## src/hw/rtl/dmcl_pkg.sv

```systemverilog
`default_nettype none
// ----------------------------------------------------------------------------
// dmcl_pkg
// shared constants, op codes and types of the direct-mapped line store
// ----------------------------------------------------------------------------
package dmcl_pkg;

    // default number of lines
    localparam int DMCL_LINES = 16;

    localparam int WORD_W    = 16;
    localparam int WORDS     = 4;
    localparam int S_DATA_W  = 112;  // 106 payload bits padded to whole bytes
    localparam int M_DATA_W  = 96;   // 91 payload bits padded to whole bytes

    // header flag bits
    localparam int HDR_VALID = 0;
    localparam int HDR_DIRTY = 1;

    // op codes
    localparam logic [2:0] OP_LOOKUP    = 3'd0;
    localparam logic [2:0] OP_FILL      = 3'd1;
    localparam logic [2:0] OP_WRITE     = 3'd2;
    localparam logic [2:0] OP_SET_DIRTY = 3'd3;
    localparam logic [2:0] OP_SET_VALID = 3'd4;
    localparam logic [2:0] OP_READ      = 3'd5;

    typedef logic [WORDS-1:0][WORD_W-1:0] t_words;

endpackage : dmcl_pkg
`default_nettype wire

```

## src/hw/rtl/direct_mapped_cache_lines_top.sv

```systemverilog
`default_nettype none
// ----------------------------------------------------------------------------
// direct_mapped_cache_lines_top
// direct-mapped store of LINES lines, four 16-bit words plus a header each,
// with a recency age per line kept as a permutation of 0..LINES-1
// ----------------------------------------------------------------------------
//  channel  | dir | handshake                    | payload
//  ---------+-----+------------------------------+--------------------------
//  s        | in  | i_s_tvalid / o_s_tready      | i_s_tdata, one command
//  m        | out | o_m_tvalid / i_m_tready      | o_m_tdata, line state
//
//  timing: lookup time is set by the two-step remainder of block address
//    by LINES (reciprocal multiply, then multiply back and subtract), fill
//    time by the age sweep that visits every line once through the single
//    compare/subtract unit and the age memory's one read port
//  reset: synchronous, active low; per-line valid bits make the memories
//    read as their reset values at once, so no clearing pass is needed
//  stalls: a command is taken while the previous result still waits on m;
//    the last step waits until the result register is free
// ----------------------------------------------------------------------------
module direct_mapped_cache_lines_top
    import dmcl_pkg::*;
#(
    parameter int LINES = DMCL_LINES
) (
    input  wire logic                i_clk,
    input  wire logic                i_rst_n,
    // op[2:0] address[18:3] line_sel[22:19] word_sel[24:23] word_value[40:25]
    // flag_value[41] fill_word0[57:42] fill_word1[73:58] fill_word2[89:74]
    // fill_word3[105:90], zero pad above
    input  wire logic [S_DATA_W-1:0] i_s_tdata,
    input  wire logic                i_s_tvalid,
    output logic                     o_s_tready,
    // hit[0] line_out[4:1] valid_out[5] dirty_out[6] start_address[22:7]
    // age_out[26:23] data_word0[42:27] data_word1[58:43] data_word2[74:59]
    // data_word3[90:75], zero pad above
    output logic [M_DATA_W-1:0]      o_m_tdata,
    output logic                     o_m_tvalid,
    input  wire logic                i_m_tready
);

    localparam int LIW = (LINES > 1) ? $clog2(LINES) : 1;  // line index / age width
    localparam int UW  = LIW + 1;                           // compare / subtract unit width
    localparam int AGW = (LIW > 5) ? LIW : 5;
    localparam int LXW = (LIW > 4) ? LIW : 4;
    localparam int XW  = (LIW > 4) ? LIW : 4;
    localparam logic [8:0] LINES_9 = 9'(LINES);
    localparam logic [LIW:0] LINES_K = (LIW+1)'(LINES);

    // block address modulo LINES by a rounded-up reciprocal, exact for 14 bits
    localparam int BLK_W  = 14;
    localparam int PRD_W  = 2 * BLK_W + 1;
    localparam int RCP_SH = BLK_W + $clog2(LINES);
    localparam int RCP    = ((1 << RCP_SH) + LINES - 1) / LINES;
    localparam logic [BLK_W:0] RCP_K = (BLK_W+1)'(RCP);

    localparam logic [2:0] S_IDLE = 3'd0;
    localparam logic [2:0] S_MOD  = 3'd1;  // block address modulo LINES
    localparam logic [2:0] S_CUR  = 3'd2;  // fetch age of the line to fill
    localparam logic [2:0] S_AGE  = 3'd3;  // age sweep over all lines
    localparam logic [2:0] S_RD   = 3'd4;  // line and age read
    localparam logic [2:0] S_WR   = 3'd5;  // modify, write back, report

    // input field split
    logic [2:0]  s_op;
    logic [15:0] s_addr;
    logic [3:0]  s_sel;
    logic [1:0]  s_wsel;
    logic [15:0] s_wval;
    logic        s_flag;
    t_words      s_fill;
    logic        s_acc;
    logic        s_oor;

    assign s_op   = i_s_tdata[2:0];
    assign s_addr = i_s_tdata[18:3];
    assign s_sel  = i_s_tdata[22:19];
    assign s_wsel = i_s_tdata[24:23];
    assign s_wval = i_s_tdata[40:25];
    assign s_flag = i_s_tdata[41];
    assign s_fill = i_s_tdata[105:42];
    assign s_acc  = i_s_tvalid & o_s_tready;
    assign s_oor  = {5'b0, s_sel} >= LINES_9;

    // control state
    logic [2:0]     r_state;
    logic           r_mv;
    logic [LINES-1:0] r_lv;   // line (header + words) written since reset
    logic [LINES-1:0] r_av;   // age entry written since reset

    // command held for the whole op
    logic [2:0]     r_op;
    logic [15:0]    r_addr;
    logic [3:0]     r_sel;
    logic [1:0]     r_wsel;
    logic [15:0]    r_wval;
    logic           r_flag;
    t_words         r_fill;
    logic           r_oor;
    logic [LIW-1:0] r_idx;

    // sequencer datapath
    logic [BLK_W-1:0] r_blk;
    logic [PRD_W-1:0] r_prod;
    logic [3:0]     r_cnt;
    logic [LIW:0]   r_k;
    logic [LIW-1:0] r_cur;

    // memories and their registered read data
    logic [79:0]    mem_line [LINES];
    logic [LIW-1:0] mem_age  [LINES];
    logic [79:0]    r_line_q;
    logic           r_lv_q;
    logic [LIW-1:0] r_age_q;
    logic           r_av_q;

    logic [M_DATA_W-1:0] r_out;

    // compare / subtract unit of the age sweep
    logic [UW-1:0]  su_a;
    logic [UW-1:0]  su_b;
    logic [UW:0]    su_diff;
    logic           su_lt;

    logic [BLK_W-1:0]   quo;
    logic [BLK_W+8:0]   quo_x;
    logic [BLK_W-1:0]   rem_full;
    logic [LIW:0]   k_m1;
    logic [LIW-1:0] k_prev;
    logic [LIW-1:0] age_sw;
    logic [LIW-1:0] age_new;
    logic [LIW-1:0] age_raddr;
    logic           sweep_wr;
    logic           go;
    logic [XW-1:0]  sel_x;

    // quotient from the product, then remainder by multiply back and subtract
    assign quo      = BLK_W'(r_prod >> RCP_SH);
    assign quo_x    = {9'b0, quo} * {{BLK_W{1'b0}}, LINES_9};
    assign rem_full = r_blk - quo_x[BLK_W-1:0];
    assign k_m1   = r_k - 1'b1;
    assign k_prev = k_m1[LIW-1:0];
    assign age_sw = r_av_q ? r_age_q : k_prev;
    assign sel_x  = XW'(s_sel);

    always_comb begin
        su_a    = UW'(age_sw);
        su_b    = UW'(r_cur);
        su_diff = {1'b0, su_a} - {1'b0, su_b};
        su_lt   = su_diff[UW];
    end

    // ages below the filled line's age grow by one, the filled line gets 0
    always_comb begin
        if (k_prev == r_idx) begin
            age_new = '0;
        end else if (su_lt) begin
            age_new = age_sw + 1'b1;
        end else begin
            age_new = age_sw;
        end
    end

    assign sweep_wr  = (r_state == S_AGE) && (r_k != '0);
    assign age_raddr = ((r_state == S_AGE) && (r_k != LINES_K)) ? r_k[LIW-1:0] : r_idx;
    assign go        = !r_mv || i_m_tready;

    // modify step
    logic [15:0]    hdr_old;
    logic [15:0]    hdr_new;
    t_words         wrd_old;
    t_words         wrd_new;
    logic [LIW-1:0] age_cur;
    logic [AGW-1:0] age_x;
    logic [3:0]     age_sat;
    logic [LXW-1:0] idx_x;
    logic           hit;
    logic [M_DATA_W-1:0] n_out;

    always_comb begin
        hdr_old = r_lv_q ? r_line_q[15:0] : 16'h0000;
        wrd_old = r_lv_q ? r_line_q[79:16] : '0;
        hdr_new = hdr_old;
        wrd_new = wrd_old;
        unique case (r_op)
            OP_FILL: begin
                hdr_new = {r_addr[15:2], 2'b01};
                wrd_new = r_fill;
            end
            OP_WRITE: begin
                wrd_new[r_wsel] = r_wval;
            end
            OP_SET_DIRTY: begin
                hdr_new[HDR_DIRTY] = r_flag;
            end
            OP_SET_VALID: begin
                hdr_new[HDR_VALID] = r_flag;
            end
            default: begin
                hdr_new = hdr_old;
            end
        endcase
        hit     = (r_op == OP_LOOKUP) && (hdr_old[15:2] == r_addr[15:2])
                  && hdr_old[HDR_VALID];
        age_cur = r_av_q ? r_age_q : r_idx;
        age_x   = AGW'(age_cur);
        age_sat = (age_x > AGW'(15)) ? 4'hF : age_x[3:0];
        idx_x   = LXW'(r_idx);
        n_out   = '0;
        if (r_oor) begin
            n_out[4:1] = r_sel;
        end else begin
            n_out[0]     = hit;
            n_out[4:1]   = idx_x[3:0];
            n_out[5]     = hdr_new[HDR_VALID];
            n_out[6]     = hdr_new[HDR_DIRTY];
            n_out[22:7]  = {hdr_new[15:2], 2'b00};
            n_out[26:23] = age_sat;
            n_out[90:27] = wrd_new;
        end
    end

    // sequencer
    always_ff @(posedge i_clk) begin
        if (!i_rst_n) begin
            r_state <= S_IDLE;
            r_mv    <= 1'b0;
            r_lv    <= '0;
            r_av    <= '0;
        end else begin
            if (r_state == S_WR && go) begin
                r_mv <= 1'b1;
            end else if (i_m_tready) begin
                r_mv <= 1'b0;
            end
            if (sweep_wr) begin
                r_av[k_prev] <= 1'b1;
            end
            if (r_state == S_WR && go && !r_oor) begin
                r_lv[r_idx] <= 1'b1;
            end
            unique case (r_state)
                S_IDLE: begin
                    if (s_acc) begin
                        if (s_op == OP_LOOKUP) begin
                            r_state <= S_MOD;
                        end else if (s_oor) begin
                            r_state <= S_WR;
                        end else if (s_op == OP_FILL) begin
                            r_state <= S_CUR;
                        end else begin
                            r_state <= S_RD;
                        end
                    end
                end
                S_MOD: begin
                    if (r_cnt == 4'd1) begin
                        r_state <= S_RD;
                    end
                end
                S_CUR: r_state <= S_AGE;
                S_AGE: begin
                    if (r_k == LINES_K) begin
                        r_state <= S_RD;
                    end
                end
                S_RD:  r_state <= S_WR;
                S_WR: begin
                    if (go) begin
                        r_state <= S_IDLE;
                    end
                end
                default: r_state <= S_IDLE;
            endcase
        end
    end

    // datapath registers
    always_ff @(posedge i_clk) begin
        if (s_acc) begin
            r_op   <= s_op;
            r_addr <= s_addr;
            r_sel  <= s_sel;
            r_wsel <= s_wsel;
            r_wval <= s_wval;
            r_flag <= s_flag;
            r_fill <= s_fill;
            r_oor  <= (s_op != OP_LOOKUP) && s_oor;
            r_idx  <= sel_x[LIW-1:0];
            r_blk  <= s_addr[15:2];
            r_cnt  <= '0;
            r_k    <= '0;
        end
        if (r_state == S_MOD) begin
            // first step multiplies by the reciprocal, second takes the remainder
            r_cnt <= r_cnt + 1'b1;
            if (r_cnt == 4'd0) begin
                r_prod <= PRD_W'(r_blk) * PRD_W'(RCP_K);
            end else begin
                r_idx <= rem_full[LIW-1:0];
            end
        end
        if (r_state == S_AGE) begin
            r_k <= r_k + 1'b1;
            if (r_k == '0) begin
                r_cur <= r_av_q ? r_age_q : r_idx;
            end
        end
        if (r_state == S_WR && go) begin
            r_out <= n_out;
        end
    end

    // line memory
    always_ff @(posedge i_clk) begin
        if (r_state == S_WR && go && !r_oor) begin
            mem_line[r_idx] <= {wrd_new, hdr_new};
        end
        r_line_q <= mem_line[r_idx];
        r_lv_q   <= r_lv[r_idx];
    end

    // age memory
    always_ff @(posedge i_clk) begin
        if (sweep_wr) begin
            mem_age[k_prev] <= age_new;
        end
        r_age_q <= mem_age[age_raddr];
        r_av_q  <= r_av[age_raddr];
    end

    assign o_s_tready = (r_state == S_IDLE);
    assign o_m_tvalid = r_mv;
    assign o_m_tdata  = r_out;

    // checks
    a_idx_range: assert property (@(posedge i_clk) disable iff (!i_rst_n)
        (r_state == S_RD) |-> ({1'b0, r_idx} < LINES_K))
        else $error("line index left the line range");

    a_sweep_bound: assert property (@(posedge i_clk) disable iff (!i_rst_n)
        (r_state == S_AGE) |-> (r_k <= LINES_K))
        else $error("age sweep ran past the last line");

    a_lookup_mod: assert property (@(posedge i_clk) disable iff (!i_rst_n)
        (s_acc && s_op == OP_LOOKUP) |=> (r_state == S_MOD))
        else $error("lookup skipped the index step");

    a_out_from_wr: assert property (@(posedge i_clk) disable iff (!i_rst_n)
        $rose(o_m_tvalid) |-> ($past(r_state) == S_WR))
        else $error("result appeared outside the write-back step");

    a_fill_young: assert property (@(posedge i_clk) disable iff (!i_rst_n)
        (r_state == S_WR && r_op == OP_FILL && !r_oor) |-> (age_cur == '0))
        else $error("filled line is not the youngest");

endmodule : direct_mapped_cache_lines_top
`default_nettype wire

```

## config.mk

```make
export PLATFORM = sky130hd
export DESIGN_NAME = direct_mapped_cache_lines_top
export DESIGN_NICKNAME = d
export VERILOG_FILES = /design/src/hw/rtl/dmcl_pkg.sv /design/src/hw/rtl/direct_mapped_cache_lines_top.sv
export SDC_FILE = /design/constraint.sdc
export NUM_CORES = 2
export LEC_CHECK = 0
export BUFFER_PORTS_ARGS = -buffer_cell sky130_fd_sc_hd__buf_2
export CORE_ASPECT_RATIO = 1.2
export CORE_MARGIN = 2
export CORE_UTILIZATION = 30
export CTS_BUF_LIST = sky130_fd_sc_hd__clkbuf_4
export DETAILED_ROUTE_END_ITERATION = 7
export HOLD_SLACK_MARGIN = 0.12
export PLACE_DENSITY = 0.47
export RECOVER_POWER = 25
export SYNTH_ARGS = -nofsm -noshare
export SYNTH_HDL_FRONTEND = slang
export SYNTH_SLANG_ARGS = --single-unit
```

## constraint.sdc

```tcl
create_clock -name i_clk -period 15.7 [get_ports i_clk]
set_input_delay 4.71 -clock i_clk [delete_from_list [all_inputs] [get_ports i_clk]]
set_output_delay 4.71 -clock i_clk [all_outputs]
set_load 0.01 [all_outputs]
```

==> metrics.txt <==
# TYPE chip_impl_metric gauge
chip_impl_info{name="synth_largest_area_cell",value="edfxtp_1"} 1
chip_impl_metric{name="cts_hold_repair.buffers",unit=""} 0
chip_impl_metric{name="drt-total-wl",unit="mm"} 171.5
chip_impl_metric{name="n_fill_cell",unit=""} 19596
chip_impl_info{name="cp-end-kind",value="flop"} 1
chip_impl_metric{name="grt_pass1_wl",unit="mm"} 244.1
chip_impl_metric{name="clk_path_buf_depth",unit=""} 4
chip_impl_info{name="worst_setup_path_start_kind",value="input pin"} 1
chip_impl_metric{name="height_of_the_chip",unit="um"} 504.1
chip_impl_metric{name="post_drt_wl_per_cell",unit="um"} 26.22
chip_impl_metric{name="fmaxAchievable",unit="GHz"} 0.1229
chip_impl_metric{name="route.detailed.vias_per_inst",unit=""} 4.818
chip_impl_metric{name="critical_path.max_fanout",unit=""} 49
chip_impl_info{name="violations",value="max-capacitance violations, max-slew violations"} 1
chip_impl_info{name="critical_path_class",value="input pin to flop"} 1
chip_impl_metric{name="synth_cells",unit=""} 2831
chip_impl_metric{name="port_buffers",unit=""} 198
chip_impl_metric{name="num_vias",unit=""} 31521
chip_impl_metric{name="postSynth.asyncResetShare",unit="%"} 0
chip_impl_metric{name="cell_internal_pwr",unit="mW"} 8.671
chip_impl_metric{name="clock-sinks",unit=""} 1672
chip_impl_metric{name="grt_usage",unit="%"} 16.22
chip_impl_info{name="ys_top_cells_by_count",value="edfxtp_1, mux4_2, dfxtp_1"} 1
chip_impl_metric{name="multi_input_area",unit="um2"} 12930
chip_impl_metric{name="synth.yosys.seq_area_share",unit="%"} 78.29
chip_impl_metric{name="synth_edf_count",unit=""} 1546
chip_impl_metric{name="total_leakage_power",unit="nW"} 24.07
chip_impl_metric{name="power_per_cell_area",unit="nW/um2"} 166.7
chip_impl_metric{name="relative_area_change_from_synthesis_to_final_layout",unit="%"} 16.63
chip_impl_metric{name="worst_slew_pin_slew",unit="ns"} 3.844
chip_impl_metric{name="pwr-share-comb",unit="%"} 22.3
chip_impl_metric{name="cts_inserted_buffers",unit=""} 440
chip_impl_metric{name="maxCapViolations",unit=""} 22
chip_impl_metric{name="maxSlewViolCount",unit=""} 534
chip_impl_metric{name="min_period",unit="ns"} 8.139
chip_impl_info{name="netlist_top_cells_area",value="edfxtp_1, mux4_2, dfxtp_1"} 1
chip_impl_metric{name="peak_ir_drop_on_the_vdd_network",unit="V"} 0.0001921
chip_impl_metric{name="overall_overflow_remaining_after_global_route",unit=""} 0
chip_impl_metric{name="p_sw",unit="mW"} 3.484
chip_impl_metric{name="netlist_area",unit="um2"} 62520
chip_impl_metric{name="power_frac_seq",unit="%"} 46.2
chip_impl_metric{name="fp.dieArea",unit="um2"} 212100
chip_impl_metric{name="critPathArrivalTime",unit="ns"} 9.01
chip_impl_metric{name="number_of_global_route_vias_before_repair",unit=""} 33398
chip_impl_metric{name="netSwitchingFraction",unit="%"} 28.66
chip_impl_metric{name="final_critical_path_share_of_the_clock_period",unit="%"} 51.84
chip_impl_metric{name="placed_cells_incl_taps",unit=""} 5740
chip_impl_metric{name="layout.cells.non_filler",unit=""} 6543
chip_impl_metric{name="post_cts_buffers",unit=""} 0
chip_impl_metric{name="finalPower",unit="mW"} 12.15
chip_impl_metric{name="initial_utilization",unit="%"} 30.17
chip_impl_metric{name="hold_vio_cnt_final",unit=""} 0
chip_impl_metric{name="ctsResizeCount",unit=""} 0
chip_impl_metric{name="rows",unit=""} 183
chip_impl_metric{name="floorplan.core_area",unit="um2"} 207200
chip_impl_info{name="yosysMostFrequentCell",value="edfxtp_1"} 1
chip_impl_metric{name="place_area",unit="um2"} 67310
chip_impl_metric{name="required_worst_endpoint",unit="ns"} 16.57
chip_impl_metric{name="die_w",unit="um"} 420.7
chip_impl_info{name="status",value="complete, but fails checks"} 1
chip_impl_metric{name="max_slew_margin",unit="%"} -156.3
chip_impl_metric{name="detailedPlacementHpwl",unit="mm"} 92.71
chip_impl_metric{name="synth.yosys.warnings",unit=""} 0
chip_impl_metric{name="detail-route-antenna-nets",unit=""} 0
chip_impl_info{name="unrepaired_setup_endpoints_after_global_routing",value="no"} 1
chip_impl_metric{name="top_level_ports",unit=""} 214
chip_impl_metric{name="design.final.nets",unit=""} 3535
chip_impl_metric{name="yosys.cell_types.count",unit=""} 53
chip_impl_info{name="synth-main-ff-cell",value="edfxtp_1"} 1
chip_impl_metric{name="avgSynthCellArea",unit="um2"} 22.08
chip_impl_info{name="tritoncts",value="done"} 1
chip_impl_metric{name="drt-initial-drc-count",unit=""} 2618
chip_impl_metric{name="synth.ff_latch_count",unit=""} 1672
chip_impl_metric{name="yosys_top_cell_area_share",unit="%"} 74.26
chip_impl_metric{name="setup_total_negative_slack",unit="ns"} 0
chip_impl_metric{name="register_area",unit="um2"} 48950
chip_impl_metric{name="drtPass1Iterations",unit=""} 6
chip_impl_info{name="timing.hold.worst.class",value="flop to flop"} 1
chip_impl_metric{name="clkTransAtPathRegs",unit="ns"} 0.06
chip_impl_metric{name="antenna_violations_before_repair",unit=""} 13
chip_impl_metric{name="timing.reg2reg.setup_slack",unit="ns"} 7.68
chip_impl_metric{name="layout-drive-gt1-share",unit="%"} 38.04
chip_impl_metric{name="final_design_area_excluding_fillers",unit="um2"} 72910
chip_impl_metric{name="gp_routability_congestion",unit=""} 0.7344
chip_impl_metric{name="total_drc_errors_in_the_routed_layout",unit=""} 0
chip_impl_metric{name="insertion_delay",unit="ns"} 1.36
chip_impl_metric{name="grt_max_degree",unit=""} 130
chip_impl_metric{name="setup_violations_final",unit=""} 0
chip_impl_metric{name="htree_num_levels",unit=""} 5
chip_impl_metric{name="pwr-share-clk",unit="%"} 31.5
chip_impl_metric{name="timing.clock.skew",unit="ns"} 0.1155
chip_impl_info{name="clock-root-buffer",value="clkbuf_4"} 1
==> power by group through the flow <==
stage	Clock [mW]	Combinational, mW	Sequential [mW]
2_1_floorplan	0	1.97	5.53
3_3_place_gp	0	2.76	5.71
3_5_place_dp	0	2.77	5.72
4_1_cts	3.97	2.77	5.62
5_1_grt	4.21	2.94	5.64
6_report	3.83	2.72	5.61
==> path summary, 6_finish.rpt <==
kind,from,to,depth (start not counted)
worst max-delay path,i_m_tready,mem_line[2][50]$_DFFE_PP_,9
worst min-delay path,r_av[9]$_SDFFE_PN0P_,r_av[9]$_SDFFE_PN0P_,1
worst max register to register,idx_x[3]$_DFF_P_,mem_line[11][46]$_DFFE_PP_,6
worst min register to register,r_av[9]$_SDFFE_PN0P_,r_av[9]$_SDFFE_PN0P_,1
==> metal layers <==
layer / GRT usage [%] / share of wire, %
met1: 20.78 / 41
met2: 27.40 / 51
met3: 3.295 / 5.5
met4: 5.267 / 2.3
met5: 0 / 0
==> state kept, by name (all words and copies together), names as in the netlist <==
signal      cells
r_wval         16
mem_age        64
r_k             5
r_flag          1
r_wsel          2
mem_line     1280
r_cur           4
r_av           16
r_fill         64
idx_x           4
r_cnt           4
r_lv_q          1
r_av_q          1
r_op            3
o_m_tdata      89
r_line_q       80
o_m_tvalid      1
r_state         3
r_age_q         4
r_addr         14
r_lv           16
==> critical path: stages <==
cell and delay, ns:
buf_2 0.07, nand2b_1 0.16, nor2b_4 0.15, buf_4 0.66
buf_4 0.84, nand2_1 0.47, nor2_4 0.19, buf_4 0.69
buf_4 0.91
==> cells by family (layout without fill, tap and decap cells) <==
family / count (synthesis) / count (layout) / synth area share [%]
AOI/OAI and AO/OA: 225 / 225 / 2.614
other: 1 / 13 / 0.005998
adders and majority gates: 12 / 12 / 0.2402
buffers and inverters: 205 / 1130 / 1.331
DFF: 1672 / 1672 / 78.29
muxes: 454 / 454 / 15.46
xor gates and xnor gates: 23 / 23 / 0.3222
and+or+nand+nor: 239 / 239 / 1.733
==> metrics by stage <==
step           hold slack, ns  setup WS (ns)  utilization [%]
5_1_grt                0.4838          6.860            35.18
3_3_place_gp           0.4403          6.139            32.48
2_1_floorplan          0.4029          1.950                -
3_5_place_dp           0.4499          6.079            32.48
4_1_cts                0.4661          7.544            35.24
6_report               0.4619          7.561            35.19
==> cell type report <==
cell class | count | share of cell area (%)
diodes | 6 | 0.02059
clock buffers | 676 | 6.960
clock inverters | 121 | 0.8855
inverters | 55 | 0.2917
multi-input cells | 960 | 17.74
flip-flops and latches | 1672 | 67.14
well taps | 2775 | 4.762
repair buffers | 278 | 2.207
==> placed cells by master, fill, tap and decap left out, types with 7 or more instances in the layout <==
cell type and count:
clkinv_2 24, clkbuf_1 22, nor3_1 8, buf_2 198, nand3_1 15, buf_4 50, mux4_2 405, ha_1 12
a32oi_1 15, a22oi_1 24, mux2_1 18, conb_1 7, nor2_1 63, xnor2_1 19, inv_1 53, nand4_1 10
a21oi_1 31, a222oi_1 38, edfxtp_1 1546, clkbuf_4 676, and3_1 10, mux2_2 25, o21a_1 33, buf_12 8
clkinv_1 84, o21ai_0 45, nand2_1 85, nor2_4 13, dfxtp_1 125
Power figures use the tool's default switching activity.
